--- config.mk ---
export PLATFORM = sky130hd
export DESIGN_NAME = json_string_unescape_utf8_flat
export DESIGN_NICKNAME = d
export VERILOG_FILES = /design/src/hw/rtl/jsu_pkg.sv /design/src/hw/rtl/jsu_if.sv /design/src/hw/rtl/jsu_front.sv /design/src/hw/rtl/jsu_queue.sv /design/src/hw/rtl/jsu_back.sv /design/src/hw/rtl/json_string_unescape_utf8.sv /design/src/flat_wrapper.sv
export SDC_FILE = /design/constraint.sdc
export NUM_CORES = 1
export LEC_CHECK = 0
export BUFFER_PORTS_ARGS = -buffer_cell sky130_fd_sc_hd__buf_4
export CAP_MARGIN = 20
export CORE_MARGIN = 2
export CORE_UTILIZATION = 45
export DETAILED_ROUTE_END_ITERATION = 16
export GPL_TIMING_DRIVEN = 0
export PLACE_DENSITY_LB_ADDON = 0.12
export SLEW_MARGIN = 20
export SYNTH_ARGS = -nofsm -noshare
export SYNTH_HDL_FRONTEND = slang
export SYNTH_SLANG_ARGS = --single-unit
--- constraint.sdc ---
create_clock -name clk -period 3.9 [get_ports clk]
set_input_delay 0.39 -clock clk [delete_from_list [all_inputs] [get_ports clk]]
set_output_delay 0.39 -clock clk [all_outputs]
set_load 0.1 [all_outputs]
--- src/hw/rtl/jsu_pkg.sv ---
// Shared types, codes and helper functions of the JSON string unescaper.
`default_nettype none
package jsu_pkg;

	localparam int QUEUE_DEPTH = 4;

	// Input byte values that steer decoding
	localparam logic [7:0] CH_QUOTE     = 8'h22;
	localparam logic [7:0] CH_BACKSLASH = 8'h5C;
	localparam logic [7:0] CH_U         = 8'h75;

	typedef enum logic [2:0] {
		MODE_IDLE   = 3'd0,
		MODE_STR    = 3'd1,
		MODE_ESC    = 3'd2,
		MODE_HEX    = 3'd3,
		MODE_LOWBS  = 3'd4,
		MODE_LOWU   = 3'd5,
		MODE_LOWHEX = 3'd6
	} mode_t;

	typedef enum logic [1:0] {
		KIND_BYTE  = 2'd0,
		KIND_CLOSE = 2'd1,
		KIND_ERROR = 2'd2
	} kind_t;

	typedef enum logic [3:0] {
		ERR_NONE          = 4'd0,
		ERR_UNTERMINATED  = 4'd1,
		ERR_TRUNC_ESCAPE  = 4'd2,
		ERR_BAD_ESCAPE    = 4'd3,
		ERR_BAD_HEX       = 4'd4,
		ERR_TRUNC_U       = 4'd5,
		ERR_MISSING_LOW   = 4'd6,
		ERR_INVALID_LOW   = 4'd7,
		ERR_UNEXPECTED_LO = 4'd8,
		ERR_NO_OPEN_QUOTE = 4'd9
	} err_t;

	// One classified item: nb results to emit (0 = none). For a byte result
	// nb of 1 sends cp[7:0] as is, 2..4 encodes cp as UTF-8.
	typedef struct packed {
		kind_t       kind;
		err_t        err;
		logic [20:0] cp;
		logic [2:0]  nb;
	} entry_t;

	// Returns {ok, value}
	function automatic logic [4:0] hex_value(input logic [7:0] c);
		logic [4:0] r;
		r = 5'd0;
		if (c >= 8'h30 && c <= 8'h39) begin
			r = {1'b1, 4'(c - 8'h30)};
		end else if (c >= 8'h61 && c <= 8'h66) begin
			r = {1'b1, 4'(c - 8'h57)};
		end else if (c >= 8'h41 && c <= 8'h46) begin
			r = {1'b1, 4'(c - 8'h37)};
		end
		return r;
	endfunction

	// Returns {ok, decoded byte}
	function automatic logic [8:0] simple_escape(input logic [7:0] e);
		logic [8:0] r;
		unique case (e)
			8'h22:   r = {1'b1, 8'h22};
			8'h5C:   r = {1'b1, 8'h5C};
			8'h2F:   r = {1'b1, 8'h2F};
			8'h62:   r = {1'b1, 8'h08};
			8'h66:   r = {1'b1, 8'h0C};
			8'h6E:   r = {1'b1, 8'h0A};
			8'h72:   r = {1'b1, 8'h0D};
			8'h74:   r = {1'b1, 8'h09};
			default: r = 9'd0;
		endcase
		return r;
	endfunction

	// Byte idx of the nb-byte UTF-8 form of cp
	function automatic logic [7:0] utf8_byte(input logic [20:0] cp, input logic [2:0] nb,
			input logic [1:0] idx);
		logic [7:0] b;
		unique case (nb)
			3'd2: b = (idx == 2'd0) ? {3'b110, cp[10:6]} : {2'b10, cp[5:0]};
			3'd3: begin
				unique case (idx)
					2'd0:    b = {4'b1110, cp[15:12]};
					2'd1:    b = {2'b10, cp[11:6]};
					default: b = {2'b10, cp[5:0]};
				endcase
			end
			3'd4: begin
				unique case (idx)
					2'd0:    b = {5'b11110, cp[20:18]};
					2'd1:    b = {2'b10, cp[17:12]};
					2'd2:    b = {2'b10, cp[11:6]};
					default: b = {2'b10, cp[5:0]};
				endcase
			end
			default: b = cp[7:0];
		endcase
		return b;
	endfunction

endpackage
`default_nettype wire

--- src/hw/rtl/jsu_if.sv ---
// Valid/ready channel interfaces for raw text bytes and decoded results.
`default_nettype none
interface jsu_text_if;
	logic       valid;
	logic       ready;
	logic [7:0] in_byte;
	logic       end_of_input;

	modport source(output valid, in_byte, end_of_input, input ready);
	modport sink(input valid, in_byte, end_of_input, output ready);
endinterface

interface jsu_dec_if;
	logic       valid;
	logic       ready;
	logic [7:0] out_byte;
	logic [1:0] result_kind;
	logic [3:0] error_code;
	logic       last;

	modport source(output valid, out_byte, result_kind, error_code, last, input ready);
	modport sink(input valid, out_byte, result_kind, error_code, last, output ready);
endinterface
`default_nettype wire

--- src/hw/rtl/jsu_front.sv ---
// Front end: runs the escape decoder on each byte and classifies its results.
`default_nettype none
module jsu_front (
	input  wire logic          clk,
	input  wire logic          arst_n,
	input  wire logic          valid,
	input  wire logic          ready,
	input  wire logic [7:0]    in_byte,
	input  wire logic          end_of_input,
	output jsu_pkg::entry_t    entry,
	output logic               push
);

	jsu_pkg::mode_t mode_q, mode_d;
	logic [15:0]    acc_q, acc_d;
	logic [1:0]     cnt_q, cnt_d;
	logic [9:0]     hs_q, hs_d;

	logic        accept;
	logic [4:0]  hex;
	logic [8:0]  esc;
	logic [15:0] acc_next;
	logic        digits_done;
	logic        is_high;
	logic        is_low;
	logic [20:0] pair_cp;

	assign accept      = valid && ready;
	assign hex         = jsu_pkg::hex_value(in_byte);
	assign esc         = jsu_pkg::simple_escape(in_byte);
	assign acc_next    = {acc_q[11:0], hex[3:0]};
	assign digits_done = (cnt_q == 2'd3);
	assign is_high     = (acc_next[15:10] == 6'b110110);
	assign is_low      = (acc_next[15:10] == 6'b110111);
	assign pair_cp     = 21'h10000 + {1'b0, hs_q, acc_next[9:0]};

	always_comb begin
		mode_d = mode_q;
		acc_d  = acc_q;
		cnt_d  = cnt_q;
		hs_d   = hs_q;
		unique case (mode_q)
			jsu_pkg::MODE_STR: begin
				if (end_of_input || in_byte == jsu_pkg::CH_QUOTE) begin
					mode_d = jsu_pkg::MODE_IDLE;
				end else if (in_byte == jsu_pkg::CH_BACKSLASH) begin
					mode_d = jsu_pkg::MODE_ESC;
				end
			end
			jsu_pkg::MODE_ESC: begin
				if (end_of_input) begin
					mode_d = jsu_pkg::MODE_IDLE;
				end else if (in_byte == jsu_pkg::CH_U) begin
					mode_d = jsu_pkg::MODE_HEX;
					acc_d  = '0;
					cnt_d  = '0;
				end else if (esc[8]) begin
					mode_d = jsu_pkg::MODE_STR;
				end else begin
					mode_d = jsu_pkg::MODE_IDLE;
				end
			end
			jsu_pkg::MODE_HEX, jsu_pkg::MODE_LOWHEX: begin
				if (end_of_input || !hex[4]) begin
					mode_d = jsu_pkg::MODE_IDLE;
				end else if (!digits_done) begin
					acc_d = acc_next;
					cnt_d = cnt_q + 2'd1;
				end else begin
					acc_d = '0;
					cnt_d = '0;
					if (mode_q == jsu_pkg::MODE_HEX) begin
						if (is_high) begin
							hs_d   = acc_next[9:0];
							mode_d = jsu_pkg::MODE_LOWBS;
						end else if (is_low) begin
							mode_d = jsu_pkg::MODE_IDLE;
						end else begin
							mode_d = jsu_pkg::MODE_STR;
						end
					end else if (is_low) begin
						hs_d   = '0;
						mode_d = jsu_pkg::MODE_STR;
					end else begin
						mode_d = jsu_pkg::MODE_IDLE;
					end
				end
			end
			jsu_pkg::MODE_LOWBS: begin
				mode_d = (end_of_input || in_byte != jsu_pkg::CH_BACKSLASH) ?
					jsu_pkg::MODE_IDLE : jsu_pkg::MODE_LOWU;
			end
			jsu_pkg::MODE_LOWU: begin
				if (end_of_input || in_byte != jsu_pkg::CH_U) begin
					mode_d = jsu_pkg::MODE_IDLE;
				end else begin
					mode_d = jsu_pkg::MODE_LOWHEX;
					acc_d  = '0;
					cnt_d  = '0;
				end
			end
			default: begin
				mode_d = (end_of_input || in_byte != jsu_pkg::CH_QUOTE) ?
					jsu_pkg::MODE_IDLE : jsu_pkg::MODE_STR;
			end
		endcase
		// every return to idle drops the escape context
		if (mode_d == jsu_pkg::MODE_IDLE) begin
			acc_d = '0;
			cnt_d = '0;
			hs_d  = '0;
		end
	end

	always_comb begin
		entry.kind = jsu_pkg::KIND_BYTE;
		entry.err  = jsu_pkg::ERR_NONE;
		entry.cp   = '0;
		entry.nb   = 3'd0;
		unique case (mode_q)
			jsu_pkg::MODE_STR: begin
				if (end_of_input) begin
					entry.kind = jsu_pkg::KIND_ERROR;
					entry.err  = jsu_pkg::ERR_UNTERMINATED;
					entry.nb   = 3'd1;
				end else if (in_byte == jsu_pkg::CH_QUOTE) begin
					entry.kind = jsu_pkg::KIND_CLOSE;
					entry.nb   = 3'd1;
				end else if (in_byte != jsu_pkg::CH_BACKSLASH) begin
					entry.cp = {13'd0, in_byte};
					entry.nb = 3'd1;
				end
			end
			jsu_pkg::MODE_ESC: begin
				if (end_of_input) begin
					entry.kind = jsu_pkg::KIND_ERROR;
					entry.err  = jsu_pkg::ERR_TRUNC_ESCAPE;
					entry.nb   = 3'd1;
				end else if (in_byte == jsu_pkg::CH_U) begin
					entry.nb = 3'd0;
				end else if (esc[8]) begin
					entry.cp = {13'd0, esc[7:0]};
					entry.nb = 3'd1;
				end else begin
					entry.kind = jsu_pkg::KIND_ERROR;
					entry.err  = jsu_pkg::ERR_BAD_ESCAPE;
					entry.nb   = 3'd1;
				end
			end
			jsu_pkg::MODE_HEX, jsu_pkg::MODE_LOWHEX: begin
				if (end_of_input) begin
					entry.kind = jsu_pkg::KIND_ERROR;
					entry.err  = jsu_pkg::ERR_TRUNC_U;
					entry.nb   = 3'd1;
				end else if (!hex[4]) begin
					entry.kind = jsu_pkg::KIND_ERROR;
					entry.err  = jsu_pkg::ERR_BAD_HEX;
					entry.nb   = 3'd1;
				end else if (digits_done) begin
					if (mode_q == jsu_pkg::MODE_HEX) begin
						if (is_low) begin
							entry.kind = jsu_pkg::KIND_ERROR;
							entry.err  = jsu_pkg::ERR_UNEXPECTED_LO;
							entry.nb   = 3'd1;
						end else if (!is_high) begin
							entry.cp = {5'd0, acc_next};
							if (acc_next[15:7] == 9'd0) begin
								entry.nb = 3'd1;
							end else if (acc_next[15:11] == 5'd0) begin
								entry.nb = 3'd2;
							end else begin
								entry.nb = 3'd3;
							end
						end
					end else if (is_low) begin
						entry.cp = pair_cp;
						entry.nb = 3'd4;
					end else begin
						entry.kind = jsu_pkg::KIND_ERROR;
						entry.err  = jsu_pkg::ERR_INVALID_LOW;
						entry.nb   = 3'd1;
					end
				end
			end
			jsu_pkg::MODE_LOWBS, jsu_pkg::MODE_LOWU: begin
				if (mode_d == jsu_pkg::MODE_IDLE) begin
					entry.kind = jsu_pkg::KIND_ERROR;
					entry.err  = jsu_pkg::ERR_MISSING_LOW;
					entry.nb   = 3'd1;
				end
			end
			default: begin
				if (end_of_input || in_byte != jsu_pkg::CH_QUOTE) begin
					entry.kind = jsu_pkg::KIND_ERROR;
					entry.err  = jsu_pkg::ERR_NO_OPEN_QUOTE;
					entry.nb   = 3'd1;
				end
			end
		endcase
	end

	assign push = accept && (entry.nb != 3'd0);

	always_ff @(posedge clk or negedge arst_n) begin
		if (!arst_n) begin
			mode_q <= jsu_pkg::MODE_IDLE;
			acc_q  <= '0;
			cnt_q  <= '0;
			hs_q   <= '0;
		end else if (accept) begin
			mode_q <= mode_d;
			acc_q  <= acc_d;
			cnt_q  <= cnt_d;
			hs_q   <= hs_d;
		end
	end

endmodule
`default_nettype wire

--- src/hw/rtl/jsu_queue.sv ---
// Small FIFO of classified items between the front end and the emitter.
`default_nettype none
module jsu_queue #(
	parameter int DEPTH = jsu_pkg::QUEUE_DEPTH
) (
	input  wire logic             clk,
	input  wire logic             arst_n,
	input  wire logic             push,
	input  wire jsu_pkg::entry_t  wr_entry,
	input  wire logic             pop,
	output jsu_pkg::entry_t       head,
	output logic                  not_empty,
	output logic                  full
);

	localparam int PW = $clog2(DEPTH);
	localparam int CW = $clog2(DEPTH + 1);

	jsu_pkg::entry_t mem_q [DEPTH];
	logic [PW-1:0]   wr_ptr_q;
	logic [PW-1:0]   rd_ptr_q;
	logic [CW-1:0]   count_q;

	assign head      = mem_q[rd_ptr_q];
	assign not_empty = (count_q != '0);
	assign full      = (count_q == CW'(DEPTH));

	always_ff @(posedge clk) begin
		if (push) begin
			mem_q[wr_ptr_q] <= wr_entry;
		end
	end

	always_ff @(posedge clk or negedge arst_n) begin
		if (!arst_n) begin
			wr_ptr_q <= '0;
			rd_ptr_q <= '0;
			count_q  <= '0;
		end else begin
			if (push) begin
				wr_ptr_q <= (wr_ptr_q == PW'(DEPTH - 1)) ? '0 : wr_ptr_q + PW'(1);
			end
			if (pop) begin
				rd_ptr_q <= (rd_ptr_q == PW'(DEPTH - 1)) ? '0 : rd_ptr_q + PW'(1);
			end
			if (push && !pop) begin
				count_q <= count_q + CW'(1);
			end else if (pop && !push) begin
				count_q <= count_q - CW'(1);
			end
		end
	end

endmodule
`default_nettype wire

--- src/hw/rtl/jsu_back.sv ---
// Back end: expands each queued item into its result bytes, one per cycle while the output is not stalled.
`default_nettype none
module jsu_back (
	input  wire logic             clk,
	input  wire logic             arst_n,
	input  wire jsu_pkg::entry_t  head,
	input  wire logic             not_empty,
	output logic                  pop,
	output logic                  valid,
	input  wire logic             ready,
	output logic [7:0]            out_byte,
	output logic [1:0]            result_kind,
	output logic [3:0]            error_code,
	output logic                  last
);

	jsu_pkg::entry_t cur_q;
	logic            cur_valid_q;
	logic [1:0]      idx_q;
	logic            out_valid_q;
	logic [7:0]      byte_q;
	logic [1:0]      kind_q;
	logic [3:0]      err_q;
	logic            last_q;

	logic load_out;
	logic finishing;

	assign load_out  = !out_valid_q || ready;
	assign finishing = ({1'b0, idx_q} + 3'd1 == cur_q.nb);
	assign pop       = not_empty && (!cur_valid_q || (load_out && finishing));

	always_ff @(posedge clk or negedge arst_n) begin
		if (!arst_n) begin
			cur_valid_q <= 1'b0;
			idx_q       <= '0;
			out_valid_q <= 1'b0;
		end else begin
			if (pop) begin
				cur_valid_q <= 1'b1;
				idx_q       <= '0;
			end else if (load_out && cur_valid_q) begin
				if (finishing) begin
					cur_valid_q <= 1'b0;
				end
				idx_q <= idx_q + 2'd1;
			end
			if (load_out) begin
				out_valid_q <= cur_valid_q;
			end
		end
	end

	always_ff @(posedge clk) begin
		if (pop) begin
			cur_q <= head;
		end
		if (load_out && cur_valid_q) begin
			byte_q <= (cur_q.kind == jsu_pkg::KIND_BYTE) ?
				jsu_pkg::utf8_byte(cur_q.cp, cur_q.nb, idx_q) : 8'd0;
			kind_q <= cur_q.kind;
			err_q  <= cur_q.err;
			last_q <= finishing;
		end
	end

	assign valid       = out_valid_q;
	assign out_byte    = byte_q;
	assign result_kind = kind_q;
	assign error_code  = err_q;
	assign last        = last_q;

endmodule
`default_nettype wire

--- src/hw/rtl/json_string_unescape_utf8.sv ---
// A byte's result passes the item queue, the back end's cur_q and its output registers.
// Throughput, while decoded.ready is held: one input byte per cycle when each byte gives
// at most one result; the back end emits a \u escape's 1 to 4 UTF-8 bytes one per cycle.
// The item queue (QUEUE_DEPTH entries) lets input continue during multi-byte output.
// Reset: arst_n clears decoder state to awaiting an opening quote and empties the queue.
`default_nettype none
module json_string_unescape_utf8 #(
	parameter int QUEUE_DEPTH = jsu_pkg::QUEUE_DEPTH
) (
	input  wire logic  clk,
	input  wire logic  arst_n,
	jsu_text_if.sink   text,
	jsu_dec_if.source  decoded
);

	jsu_pkg::entry_t entry;
	jsu_pkg::entry_t head;
	logic            push;
	logic            pop;
	logic            not_empty;
	logic            full;

	assign text.ready = !full;

	jsu_front u_front (
		.clk          (clk),
		.arst_n       (arst_n),
		.valid        (text.valid),
		.ready        (!full),
		.in_byte      (text.in_byte),
		.end_of_input (text.end_of_input),
		.entry        (entry),
		.push         (push)
	);

	jsu_queue #(
		.DEPTH (QUEUE_DEPTH)
	) u_queue (
		.clk       (clk),
		.arst_n    (arst_n),
		.push      (push),
		.wr_entry  (entry),
		.pop       (pop),
		.head      (head),
		.not_empty (not_empty),
		.full      (full)
	);

	jsu_back u_back (
		.clk         (clk),
		.arst_n      (arst_n),
		.head        (head),
		.not_empty   (not_empty),
		.pop         (pop),
		.valid       (decoded.valid),
		.ready       (decoded.ready),
		.out_byte    (decoded.out_byte),
		.result_kind (decoded.result_kind),
		.error_code  (decoded.error_code),
		.last        (decoded.last)
	);

endmodule
`default_nettype wire

--- src/flat_wrapper.sv ---
// flat-port wrapper written by rule: the top's interface ports become plain ports
module json_string_unescape_utf8_flat 
#(
	parameter int QUEUE_DEPTH = jsu_pkg::QUEUE_DEPTH
)
  (clk, arst_n, text_valid, text_in_byte, text_end_of_input, text_ready, decoded_valid, decoded_out_byte, decoded_result_kind, decoded_error_code, decoded_last, decoded_ready);
  jsu_text_if text_i ();
  jsu_dec_if decoded_i ();
  input  wire logic clk;
  input  wire logic arst_n;
  input wire logic [$bits(text_i.valid)-1:0] text_valid;
  input wire logic [$bits(text_i.in_byte)-1:0] text_in_byte;
  input wire logic [$bits(text_i.end_of_input)-1:0] text_end_of_input;
  output wire logic [$bits(text_i.ready)-1:0] text_ready;
  output wire logic [$bits(decoded_i.valid)-1:0] decoded_valid;
  output wire logic [$bits(decoded_i.out_byte)-1:0] decoded_out_byte;
  output wire logic [$bits(decoded_i.result_kind)-1:0] decoded_result_kind;
  output wire logic [$bits(decoded_i.error_code)-1:0] decoded_error_code;
  output wire logic [$bits(decoded_i.last)-1:0] decoded_last;
  input wire logic [$bits(decoded_i.ready)-1:0] decoded_ready;
  assign text_i.valid = text_valid;
  assign text_i.in_byte = text_in_byte;
  assign text_i.end_of_input = text_end_of_input;
  assign text_ready = text_i.ready;
  assign decoded_valid = decoded_i.valid;
  assign decoded_out_byte = decoded_i.out_byte;
  assign decoded_result_kind = decoded_i.result_kind;
  assign decoded_error_code = decoded_i.error_code;
  assign decoded_last = decoded_i.last;
  assign decoded_i.ready = decoded_ready;
  json_string_unescape_utf8 #(.QUEUE_DEPTH(QUEUE_DEPTH)) u_core (.clk(clk), .arst_n(arst_n), .text(text_i), .decoded(decoded_i));
endmodule
Word level (Yosys, flattened, before mapping) --
Memory sizes are Yosys's and may differ from the RTL's. A register that Yosys moved wholly into a read port is not among the register bits. Cells that the tools add are included.
Word-level totals: bits in registers 53, RAM bits 120, input bits 13, memories 1
Cells by class: $add $sub $neg 11, magnitude comparators 6, equality and inequality tests 36, mux-type cells 94, reduce and logical (&&, ||, !) cells 42
Memories:
- u_core.u_queue.mem_q | words 4, width 30, rd ports 1, clocked after memory_dff 1, wr ports 1, line jsu_queue.sv:19 | jsu_pkg::entry_t mem_q [DEPTH];
Operator list (count):
- 21-bit two-way mux | 6
- 12-bit two-way mux | 6
- 9-bit one-hot mux with 8 select lines | 1
- 10-bit two-way mux | 7
- 21-bit one-hot mux with 3 select lines | 1
- 30-bit two-way mux | 2
- 8-bit by 7-bit == test with 1-bit output, second input constant | 7
- 3-bit two-way mux | 17
- 6-bit two-way mux | 8
- 12-bit one-hot mux with 3 select lines | 1
- 27-bit two-way mux | 1
- 2-bit two-way mux | 13
- 6-bit one-hot mux with 4 select lines | 1
- 8-bit one-hot mux with 3 select lines | 1
- 17-bit by 20-bit adder with 21-bit output, first input constant | 1
- 7-bit one-hot mux with 3 select lines | 1
- 19-bit two-way mux | 1
- 8-bit by 6-bit == test with 1-bit output, second input constant | 2
- 8-bit by 7-bit greater-or-equal comparator with 1-bit output, second input constant | 2
- 8-bit by 7-bit <= comparator with 1-bit output, second input constant | 2
- 1-bit two-way mux | 16
- 8-bit two-way mux | 2
- 8-bit by 7-bit inequality test with 1-bit output, second input constant | 2
- 3-bit == test, second input constant | 5
- 38 further kinds | 83

Longest topological paths before layout --
Gate-level depths: netlist of the first run.
depth after elaboration 18, depth in mapped cells 14, gate-level depth less buffers 14

Modules after synthesis --
Synthesis of the first run repeated with hierarchy kept, for this count alone.
Second synthesis, totals: cells, all modules 710, area, all modules 9681.8 µm²
By module, submodules not included:
- jsu_queue | times used 1, cells each 194, area an instance 4787.1 µm², seq. area each 3778.6 µm²
- jsu_front | times used 1, cells each 356, area an instance 2715.1 µm², seq. area each 675.6 µm²
- jsu_back | times used 1, cells each 159, area an instance 2175.8 µm², seq. area each 1451.4 µm²
- json_string_unescape_utf8 | times used 1, cells each 1, area an instance 3.8 µm², seq. area each 0.0 µm²

Worst setup path after synthesis of the first run --
No wires, ideal clock.
path type input to register, start input text_in_byte[4], end memory u_core.u_queue.mem_q[0][0] (netlist bit), enable pin, setup time 0.390 ns, arrival 3.039 ns, required time 3.510 ns, path slack 0.471 ns, cell stages on the path 8, path buffers 1, path through or4b_1 buf_2 or3_4 a21oi_4 and3_1 a31oi_1 a31oi_4 and2_1
RTL lines:
- from (decl) | line flat_wrapper.sv:12 | input wire logic [$bits(text_i.in_byte)-1:0] text_in_byte;
- to (decl) | line jsu_queue.sv:19

Worst setup path in the final report of the first run --
start register u_core.u_front.mode_q[2], end register u_core.u_queue.count_q[1]
On the way: word-level cells in the longest chain between the ends 13
RTL lines:
- from (decl) | line jsu_front.sv:14 | jsu_pkg::mode_t mode_q, mode_d;
- from (signal assigned) | line jsu_front.sv:206 | mode_q <= jsu_pkg::MODE_IDLE;
- from (signal assigned) | line jsu_front.sv:211 | mode_q <= mode_d;
- 3-bit by 2-bit == test with 1-bit output
- 3-bit two-way mux | line jsu_front.sv:72 | if (mode_q == jsu_pkg::MODE_HEX) begin
- 3-bit two-way mux | line jsu_front.sv:66 | end else if (!digits_done) begin
- 3-bit two-way mux | line jsu_front.sv:64 | if (end_of_input || !hex[4]) begin
- 3-bit one-hot mux with 5 select lines | line jsu_front.sv:42 | unique case (mode_q)
- 3-bit zero test | line jsu_front.sv:186 | if (mode_d == jsu_pkg::MODE_IDLE) begin
- 1-bit two-way mux | line jsu_front.sv:186
- 3-bit one-hot mux with 4 select lines * | line jsu_front.sv:120 | unique case (mode_q)
- 3-bit nonzero test * | line jsu_front.sv:202 | assign push = accept && (entry.nb != 3'd0);
- 1-bit logical AND * | line jsu_front.sv:202
- net u_core.push | line json_string_unescape_utf8.sv:18 | logic push;
- 1-bit zero test | line jsu_queue.sv:48 | end else if (pop && !push) begin
- 1-bit logical AND | line jsu_queue.sv:48
- 2-bit nonzero test (no line)
- to (signal assigned) | line jsu_queue.sv:47 | count_q <= count_q + CW'(1);
- to (signal assigned) | line jsu_queue.sv:49 | count_q <= count_q - CW'(1);
- to (decl) | line jsu_queue.sv:22 | logic [CW-1:0] count_q;
The timed path passes the listed nets; every way through them passes the cells marked *. A chain may end at the register's enable or synchronous reset.

==> metrics.yaml, run 1 <==
critPathArrivalTime_ps: 3830
synth_edf_count: 165
htreeDepth: 1
path_max_fanout: 11
io_pins: 30
period_minus_slack_ps: 3440
clock-root-buffer: "clkbuf_16"
die_area_um2: 22300
async_reset_ff_share_pct: 18.7
worstPathRequired_ps: 4290
finalHoldViolations: 0
num_rows: 53
clock_skew_ps: 33.9
synth_area_um2: 9520
drtPass1Iterations: 5
ys_ff_latch: 203
ys_warn_count: 0
clock.fmax_ghz: 0.291
final_antenna_net_count: 0
wl_per_cell_um: 21.1
ctsResizeCount: 0
power_density_nw_per_um2: 663
slew_headroom_pct: 40.0
hold_class: "primary input to flop"
grtUsageTotal_pct: 19.8
hpwl_mm: 15.6
cts_hold_buf: 1
drive_gt1_share_pct: 19.5
status: "complete, no violations"
drt_iter0_drc: 487
routed_wl_mm: 21.6
start_util_pct: 45.6
core_area_um2: 20900
utilization_pct: 52.3
viasPerCell: 5.92
power.static_leakage_nw: 3.84
io_buffer_count: 28
antenna_found_initial: 0
setup_viol: 0
clock_latency_ps: 510
vias: 6058
fin_nets: 767
drc: 0
maxCapViolCount: 0
post-place-ws_ps: -51.2
fp.dieW_um: 149
worst_hold_slack_ps: 241
grt_max_degree: 39
netlist_instances: 676
critPathKind: "flop to flop"
grt-ovfl-total: 0
rsz0062_at_grt: "false"
endpoint_kind: "flop"
flow.area_growth_from_synthesis_pct: 14.8
die_h_um: 149
grt_pass1_vias: 5943
postSynthAreaPerCell_um2: 14.1
vdd_ir_drop_max_uv: 368
crit_path_start_kind: "flop"
ys_seq_area_share_pct: 62.0
cts_buffers: 22
synth_cell_type_count: 85
grt_pass1_wl_mm: 33.7
cts_setup_buffers: 0
setup_ws_ps: 460
clock_path_buffers: 3
gp_congestion: 0.943
synth_fp_nets: 710
path_clk_slew_ps: 60
finalMaxSlewViolations: 0
clock-sinks: 203
insertedDiodeCount: 0
timing.final.crit_share_pct: 88.2
yosys_most_used_dff: "edfxtp_1"
cts_tree: "yes"
worstMarginPinSlew_ps: 890
[layer usage]
layer	part of all wire (%)	track usage, %
met1	44	27.4
met3	4.4	2.29
met5	0	0
met2	47	32.0
met4	4.2	8.14
[path summary, 6_finish.rpt]
check / startpoint / end / slack [ps] / cells after the start
setup / recovery: u_core.u_front.mode_q[2] / u_core.u_queue.count_q[1] / 460 / 12
hold / removal: decoded_ready / u_core.u_back.valid / 240 / 3
setup reg to reg: u_core.u_front.mode_q[2] / u_core.u_queue.count_q[1] / 460 / 12
hold reg to reg: u_core.u_back.cur_q[24] / u_core.u_back.error_code[0] / 420 / 0
max in group asynchronous: arst_n / u_core.u_back.valid / 3130 / 2
min in group asynchronous: arst_n / u_core.u_queue.wr_ptr_q[0] / 390 / 2
[cells in the final DEF (no fill, tap or decap), types with 18 or more instances in the layout]
master and count:
a21oi_1 33, buf_4 32, clkbuf_16 22, dfrtp_1 38, edfxtp_1 165, ha_1 20
inv_1 20, mux4_2 30, nand2_1 61, nor2_1 33, nor3_1 18, o21ai_0 32
[registers in the layout, summed over array words and instances (netlist names)]
name / flops
u_core.u_queue.mem_q: 120
u_core.u_back.cur_q: 30
u_core.u_front.acc_q: 12
u_core.u_front.hs_q: 10
u_core.u_back.out_byte: 8
u_core.u_back.error_code: 4
u_core.u_front.mode_q: 3
u_core.u_queue.count_q: 3
u_core.u_back.idx_q: 2
u_core.u_back.result_kind: 2
u_core.u_front.cnt_q: 2
u_core.u_queue.rd_ptr_q: 2
u_core.u_queue.wr_ptr_q: 2
u_core.u_back.cur_valid_q: 1
u_core.u_back.last: 1
u_core.u_back.valid: 1
[logic make-up (layout without fill, tap and decap cells)]
group           after synthesis  after routing  share of synthesized area [%]
flops                       203            203                           62.0
simple gates                192            192                           10.9
compound gates              151            151                           11.8
buf+inv                      53            126                           2.54
mux                          47             47                           9.03
fa+ha+maj                    21             21                           2.84
xor+xnor                      9              9                          0.828
[Yosys cell counts, types with 4 or more instances]
master / number / share of area (%)
a22o_1: 8 / 0.74
o21ai_0: 32 / 1.7
mux2i_1: 9 / 0.95
buf_2: 4 / 0.21
a21oi_1: 33 / 1.7
a211oi_1: 8 / 0.63
o41ai_1: 6 / 0.55
nor3b_1: 5 / 0.39
nor4_1: 5 / 0.33
inv_1: 21 / 0.83
buf_4: 4 / 0.32
nand2b_1: 7 / 0.46
nor2_1: 33 / 1.3
clkbuf_1: 14 / 0.55
mux2_2: 7 / 0.83
or3_1: 4 / 0.26
nand2_1: 61 / 2.4
ha_1: 20 / 2.6
a21o_1: 6 / 0.47
a221o_1: 6 / 0.63
and2_1: 10 / 0.66
nor3_1: 18 / 0.95
and3_1: 4 / 0.26
a32o_1: 8 / 0.84
mux4_2: 30 / 7.1
xor2_1: 6 / 0.55
a31oi_1: 4 / 0.26
edfxtp_1: 165 / 52
a22oi_1: 5 / 0.39
nand3_1: 12 / 0.63
dfrtp_1: 38 / 10
buf_1: 6 / 0.24
nor2b_1: 7 / 0.46
[cell type report]
cell class	instances	area, um^2
buffer	31	159
clock buffer	27	599
clock inverter	13	160
fill	1745	9960
inverter	22	82.6
multi-input combinational	420	3380
sequential	203	5910
tap	275	344
timing repair buffer	33	300
[report_power, final]
part           total [mW]  switching [mW]  internal (mW)
clock                2.12           0.818           1.30
sequential           3.06           0.182           2.88
combinational        2.07            1.28          0.794
total                7.25            2.28           4.97
[worst max-delay path: stages (launching register included)]
cell,delay [ps]
dfrtp_1,350
buf_4,160
nor2b_1,80
nand2_2,270
inv_2,150
nor3_1,350
o21ai_0,180
a221oi_1,520
a31oi_4,230
ha_1,270
inv_1,80
fa_1,410
mux2_2,270
[metrics by stage]
| stage | area [um^2] | TNS (ps) | power [mW] | instances |
|---|---|---|---|---|
| floorplan | 9520 | 0 | 4.57 | 676 |
| global placement | 10100 | -74450 | 5.11 | 979 |
| detailed placement | 10200 | -51.2 | 5.19 | 983 |
| CTS | 10900 | 0 | 7.32 | 1024 |
| global route | 10900 | 0 | 7.57 | 1024 |
| finish | 10900 | 0 | 7.25 | 1024 |
(Power assumes the default switching activity.)
==> inputs of run 2 (changes only) <==
==> constraint.sdc (replaced) <==
create_clock -name clk -period 3.4 [get_ports clk]
set_input_delay 0.34 -clock clk [delete_from_list [all_inputs] [get_ports clk]]
set_output_delay 0.34 -clock clk [all_outputs]
set_load 0.1 [all_outputs]
==> metrics.yaml, run 2 (same netlist as run 1, synthesis figures left out) <==
status: "complete, no violations"
crit_family: "simple AND/OR/NAND/NOR gates"
drc: 0  # unchanged
worstPathRequired_ps: 3820  # -470 ps
cpMostUsedCell: "xor2_1"
die_h_um: 149  # unchanged
grtUsageTotal_pct: 19.8  # about the same
final_antenna_net_count: 0  # unchanged
mostFrequentLayoutCells: "edfxtp_1 (165), nand2_1 (61), dfrtp_1 (38)"
routed_wl_mm: 21.7  # +0.24%
critPathArrivalTime_ps: 3650  # -180 ps
critPathMaxStageDelay_ps: 500  # -20 ps
die_area_um2: 22300  # unchanged
period_minus_slack_ps: 3220
tns_ps: 0  # unchanged
htreeDepth: 1  # unchanged
timing.final.crit_share_pct: 94.8
drtPass1Iterations: 6  # +1
endpoint_kind: "flop"
crit_chain: "buf_4 > or4b_1 > buf_2 > or3_4 > a21oi_4 > and3_2 > a31oi_1 > a31oi_4 > ha_1 > inv_1 > fa_1 > xor2_1 > nor2_1 > xor2_1"
crit_slowest_cell: "or4b_1"
io_pins: 30  # unchanged
clock_latency_ps: 510  # about the same
cts_tree: "yes"
core_area_um2: 20900  # unchanged
worstMarginPinSlew_ps: 886  # -4.11 ps
largest_register_ff_count: 120  # unchanged
cts_buffers: 22  # unchanged
num_rows: 53  # unchanged
nFillCells: 1743  # -0.11%
fp.dieW_um: 149  # unchanged
reg_top3: "u_core.u_queue.mem_q x120, u_core.u_back.cur_q x30, u_core.u_front.acc_q x12"
path_clk_slew_ps: 60  # about the same
io_buffer_count: 28  # unchanged
path_max_fanout: 8  # -3
insertedDiodeCount: 0  # unchanged
setup_ws_ps: 177  # -282 ps
rsz0062_at_grt: "false"
drt_iter0_drc: 499  # +2.5%
start_util_pct: 45.6  # unchanged
crit_path_start_kind: "primary input"
drive_gt1_share_pct: 19.9  # +0.37 points
power.static_leakage_nw: 3.87  # +0.61%
hpwl_mm: 15.6  # unchanged
finalHoldViolations: 0  # unchanged
clock.fmax_ghz: 0.310
wl_per_cell_um: 21.1  # +0.14%
utilization_pct: 52.4  # +0.096 points
finalMaxSlewViolations: 0  # unchanged
critPathBufInv: 3  # unchanged
grt_max_degree: 39  # unchanged
power_density_nw_per_um2: 759  # +15%
grt-ovfl-total: 0  # unchanged
regMostFlops: "u_core.u_queue.mem_q"
viasPerCell: 5.93  # +0.25%
antenna_found_initial: 0  # unchanged
vias: 6079  # +0.35%
vdd_ir_drop_max_uv: 418  # +14%
layout_commonest_cell: "edfxtp_1"
grt_pass1_vias: 5935  # -0.13%
clock_path_buffers: 3  # unchanged
clock-sinks: 203  # unchanged
power_mw: 8.31  # +15%
critPathKind: "primary input to flop"
setup_viol: 0  # unchanged
slew_headroom_pct: 40.9  # +0.90 points
hold_class: "primary input to flop"
gp_congestion: 0.943  # unchanged
maxCapViolCount: 0  # unchanged
flow.area_growth_from_synthesis_pct: 15.0
clock_skew_ps: 34.2  # +0.283 ps
fin_nets: 768  # +0.13%
clock-root-buffer: "clkbuf_16"
grt_pass1_wl_mm: 33.7  # about the same
post-place-ws_ps: -501  # -450 ps
run 2: changes by cell type in the layout (fill, tap and decap cells not counted):
cell	delta
nand2_4	+1
and3_1	-1
a221oi_1	-1
and3_2	+1
buf_4	+1
o21ai_0	-2
nand2_2	-1
o21ai_1	+2
a221oi_2	+1
run 2: power by group:
part | switching, mW | total, mW | internal [mW]
registers | 0.208 | 3.51 | 3.30
logic | 1.46 | 2.38 | 0.918
clock network | 0.936 | 2.43 | 1.49
run 2: final timing paths:
check                      slack (ps)                     endpoint  depth (start not counted)                    start
max                               180    u_core.u_queue.count_q[2]                         14          text_in_byte[4]
min                               190          u_core.u_back.valid                          3            decoded_ready
max reg2reg                       260    u_core.u_queue.count_q[2]                         12  u_core.u_front.acc_q[9]
min reg2reg                       420  u_core.u_back.error_code[0]                          0  u_core.u_back.cur_q[24]
max in group asynchronous        2680          u_core.u_back.valid                          2                   arst_n
min in group asynchronous         340   u_core.u_queue.wr_ptr_q[0]                          2                   arst_n
run 2: what timing repair did:
item | CTS | global route
hold buffers | 1 | 0
endpoints found under the hold margin | 38 | 0
setup buffers | 0 | 1
pin swaps | 0 | 1
gates resized for setup | 2 | 3
setup endpoints to repair | 2 | 13
run 2: cell type report:
type / instances / area [um^2] / area share, %
flip-flops and latches: 203 / 5910 / 53.9
multi-input cells: 420 / 3390 / 31.0
clock buffers: 27 / 599 / 5.47
well taps: 275 / 344 / 3.14
repair buffers: 34 / 308 / 2.81
clock inverters: 13 / 160 / 1.46
plain buffers: 31 / 159 / 1.45
inverters: 22 / 82.6 / 0.754
run 2: through the flow:
| stage | cells | area [um^2] | hold WS [ps] |
|---|---|---|---|
| floorplan | 676 | 9520 | 44.4 |
| global placement | 979 | 10100 | 341 |
| detailed placement | 983 | 10200 | 347 |
| CTS | 1024 | 10900 | 178 |
| global route | 1025 | 10900 | 220 |
| finish | 1025 | 10900 | 192 |
run 2: worst min-delay path: stages:
cell	delay, ps
buf_4	70
nand2b_1	160
nand2b_1	80
run 2: layer usage:
metal	track usage, %	vias to the layer above	wire length [um]
li1	-	2769	-
met1	27.5	3057	9530
met2	31.9	201	10200
met3	2.29	52	988
met4	8.14	0	938
met5	0	-	0
==> inputs of run 3 (changes only) <==
--- a/config.mk
+++ b/config.mk
@@ -12,6 +12,7 @@
 export DETAILED_ROUTE_END_ITERATION = 16
 export GPL_TIMING_DRIVEN = 0
 export PLACE_DENSITY_LB_ADDON = 0.12
+export SETUP_SLACK_MARGIN = 0.3
 export SLEW_MARGIN = 20
 export SYNTH_ARGS = -nofsm -noshare
 export SYNTH_HDL_FRONTEND = slang
==> metrics.yaml, run 3 (same netlist as run 1, synthesis figures left out) <==
rsz0062_at_grt: "false"
clock-sinks: 203  # unchanged
critPathKind: "primary input to flop"
drtPass1Iterations: 6  # unchanged
insertedDiodeCount: 0  # unchanged
largest_register_ff_count: 120  # unchanged
grt-ovfl-total: 0  # unchanged
core_area_um2: 20900  # unchanged
crit_path_start_kind: "primary input"
routed_wl_mm: 21.6  # -0.57%
p_switching_mw: 2.66  # +1.9%
num_rows: 53  # unchanged
r2r_slack_ps: 440  # +180 ps
antenna_found_initial: 0  # unchanged
regMostFlops: "u_core.u_queue.mem_q"
drt_iter0_drc: 605  # +21%
finalMaxSlewViolations: 0  # unchanged
pwr-share-comb_pct: 29.2  # +0.6 points
clock.fmax_ghz: 0.333  # +7.5%
slew_headroom_pct: 42.7  # +1.8 points
final_antenna_net_count: 0  # unchanged
start_util_pct: 45.6  # unchanged
vdd_ir_drop_max_uv: 444  # +6.3%
mostFrequentLayoutCells: "edfxtp_1 (165), nand2_1 (61), buf_4 (38), dfrtp_1 (38)"
critPathArrivalTime_ps: 3420  # -230 ps
crit_slowest_cell: "or4b_4"
grt_max_degree: 39  # unchanged
status: "complete, no violations"
vias: 6003  # -1.3%
tns_ps: 0  # unchanged
die_h_um: 149  # unchanged
drc: 0  # unchanged
path_max_fanout: 8  # unchanged
htreeDepth: 1  # unchanged
crit_family: "simple AND/OR/NAND/NOR gates"
io_pins: 30  # unchanged
flow.area_growth_from_synthesis_pct: 14.5
critPathMaxStageDelay_ps: 540  # +40 ps
worstMarginPinSlew_ps: 859  # -27.3 ps
period_minus_slack_ps: 3000  # -224 ps
finalHoldViolations: 0  # unchanged
path_clk_slew_ps: 60  # about the same
power_density_nw_per_um2: 750  # -1.2%
drive_gt1_share_pct: 21.0  # +1.1 points
worst_hold_slack_ps: 168  # -23.9 ps
hpwl_mm: 15.3  # -2.3%
cpMostUsedCell: "xor2_1"
reg_top3: "u_core.u_queue.mem_q x120, u_core.u_back.cur_q x30, u_core.u_front.acc_q x12"
internal-power_mw: 5.52  # -3.3%
power_frac_seq_pct: 42.9  # +0.7 points
fin_nets: 771  # +0.39%
clock_path_buffers: 3  # unchanged
clkPwrFrac_pct: 28.0  # -1.2 points
utilization_pct: 52.2  # -0.22 points
layout_commonest_cell: "edfxtp_1"
viasPerCell: 5.83  # -1.6%
cts_buffers: 23  # +4.5%
fin_area_um2: 10900  # -0.41%
setup_viol: 0  # unchanged
cts_tree: "yes"
grt_pass1_vias: 5938  # +0.051%
worstPathRequired_ps: 3820  # about the same
timing.final.crit_share_pct: 88.2  # -6.6 points
hold_class: "primary input to flop"
clock_latency_ps: 500  # about the same
placed_area_um2: 10100  # -0.54%
swShare_pct: 32.5  # +1.1 points
endpoint_kind: "flop"
gp_congestion: 0.909  # -3.6%
grtUsageTotal_pct: 19.9  # +0.078 points
clock-root-buffer: "clkbuf_16"
grt_pass1_wl_mm: 34.0  # +0.80%
wl_per_cell_um: 20.9  # -0.96%
fp.dieW_um: 149  # unchanged
crit_chain: "buf_4 > or4b_4 > buf_6 > or3_4 > a21oi_4 > and3_4 > a31oi_1 > a31oi_4 > ha_2 > inv_1 > fa_2 > xor2_1 > nor2_1 > xor2_1"
critPathBufInv: 3  # unchanged
clock_skew_ps: 8.76  # -25.4 ps
maxCapViolCount: 0  # unchanged
io_buffer_count: 28  # unchanged
die_area_um2: 22300  # unchanged
placedCellCount: 980  # -0.31%
power.static_leakage_nw: 3.85  # -0.43%
stdcell_count: 1029  # +0.39%
[run 3: through the flow]
step | setup slack (ps) | total power [mW]
2_1_floorplan | 291 | 5.25
3_3_place_gp | -228 | 5.87
3_5_place_dp | -235 | 5.93
4_1_cts | 231 | 8.25
5_1_grt | 314 | 8.60
6_report | 401 | 8.18
[run 3: power by group through the flow]
stage	Sequential, mW	Combinational, mW	Clock [mW]
after floorplan	3.73	1.52	0
after detailed placement	3.57	2.36	0
after CTS	3.51	2.39	2.35
after global placement	3.54	2.33	0
final	3.51	2.39	2.29
after global routing	3.55	2.60	2.45
[run 3: routing by layer]
layer | GRT usage [%] | wire [um] | part of all wire [%]
met1 | 26.3 | 9130 | 42
met2 | 33.6 | 10500 | 49
met3 | 2.71 | 1110 | 5.1
met4 | 7.38 | 810 | 3.8
met5 | 0 | 0 | 0
[run 3: path summary, 6_finish.rpt]
| kind | to | cells past startpoint | from |
|---|---|---|---|
| worst max-delay path | u_core.u_queue.count_q[2] | 14 | text_in_byte[4] |
| worst min register to register | u_core.u_back.error_code[2] | 0 | u_core.u_back.cur_q[26] |
| worst max register to register | u_core.u_queue.count_q[1] | 11 | u_core.u_front.acc_q[9] |
| max in group asynchronous | u_core.u_front.hs_q[1] | 2 | arst_n |
| worst min-delay path | u_core.u_back.valid | 3 | decoded_ready |
| min in group asynchronous | u_core.u_queue.wr_ptr_q[1] | 2 | arst_n |
[run 3: area by class of cell]
type | count | area [um^2]
fillers | 1761 | 9980
flip-flops and latches | 203 | 5910
multi-input cells | 420 | 3430
clock buffers | 26 | 587
well taps | 275 | 344
repair buffers | 36 | 270
plain buffers | 31 | 166
clock inverters | 16 | 116
inverters | 22 | 88.8
[run 3: repair_timing]
item | in CTS | in global routing
gates cloned | 0 | 0
hold endpoints to repair | 38 | 0
pin swaps | 0 | 3
setup buffers | 0 | 6
endpoints found under the setup margin | 158 | 106
resized for setup | 7 | 10
hold buffers | 1 | 0
[run 3: worst register-to-register path, stage by stage (launching register included)]
cell      delay [ps]
dfrtp_1          400
nand4b_1         270
or3_1            460
o21ai_0          140
a21oi_1          110
a221oi_2         240
buf_4            170
a31oi_4           80
ha_2             220
inv_1             70
fa_2             420
mux2_2           270
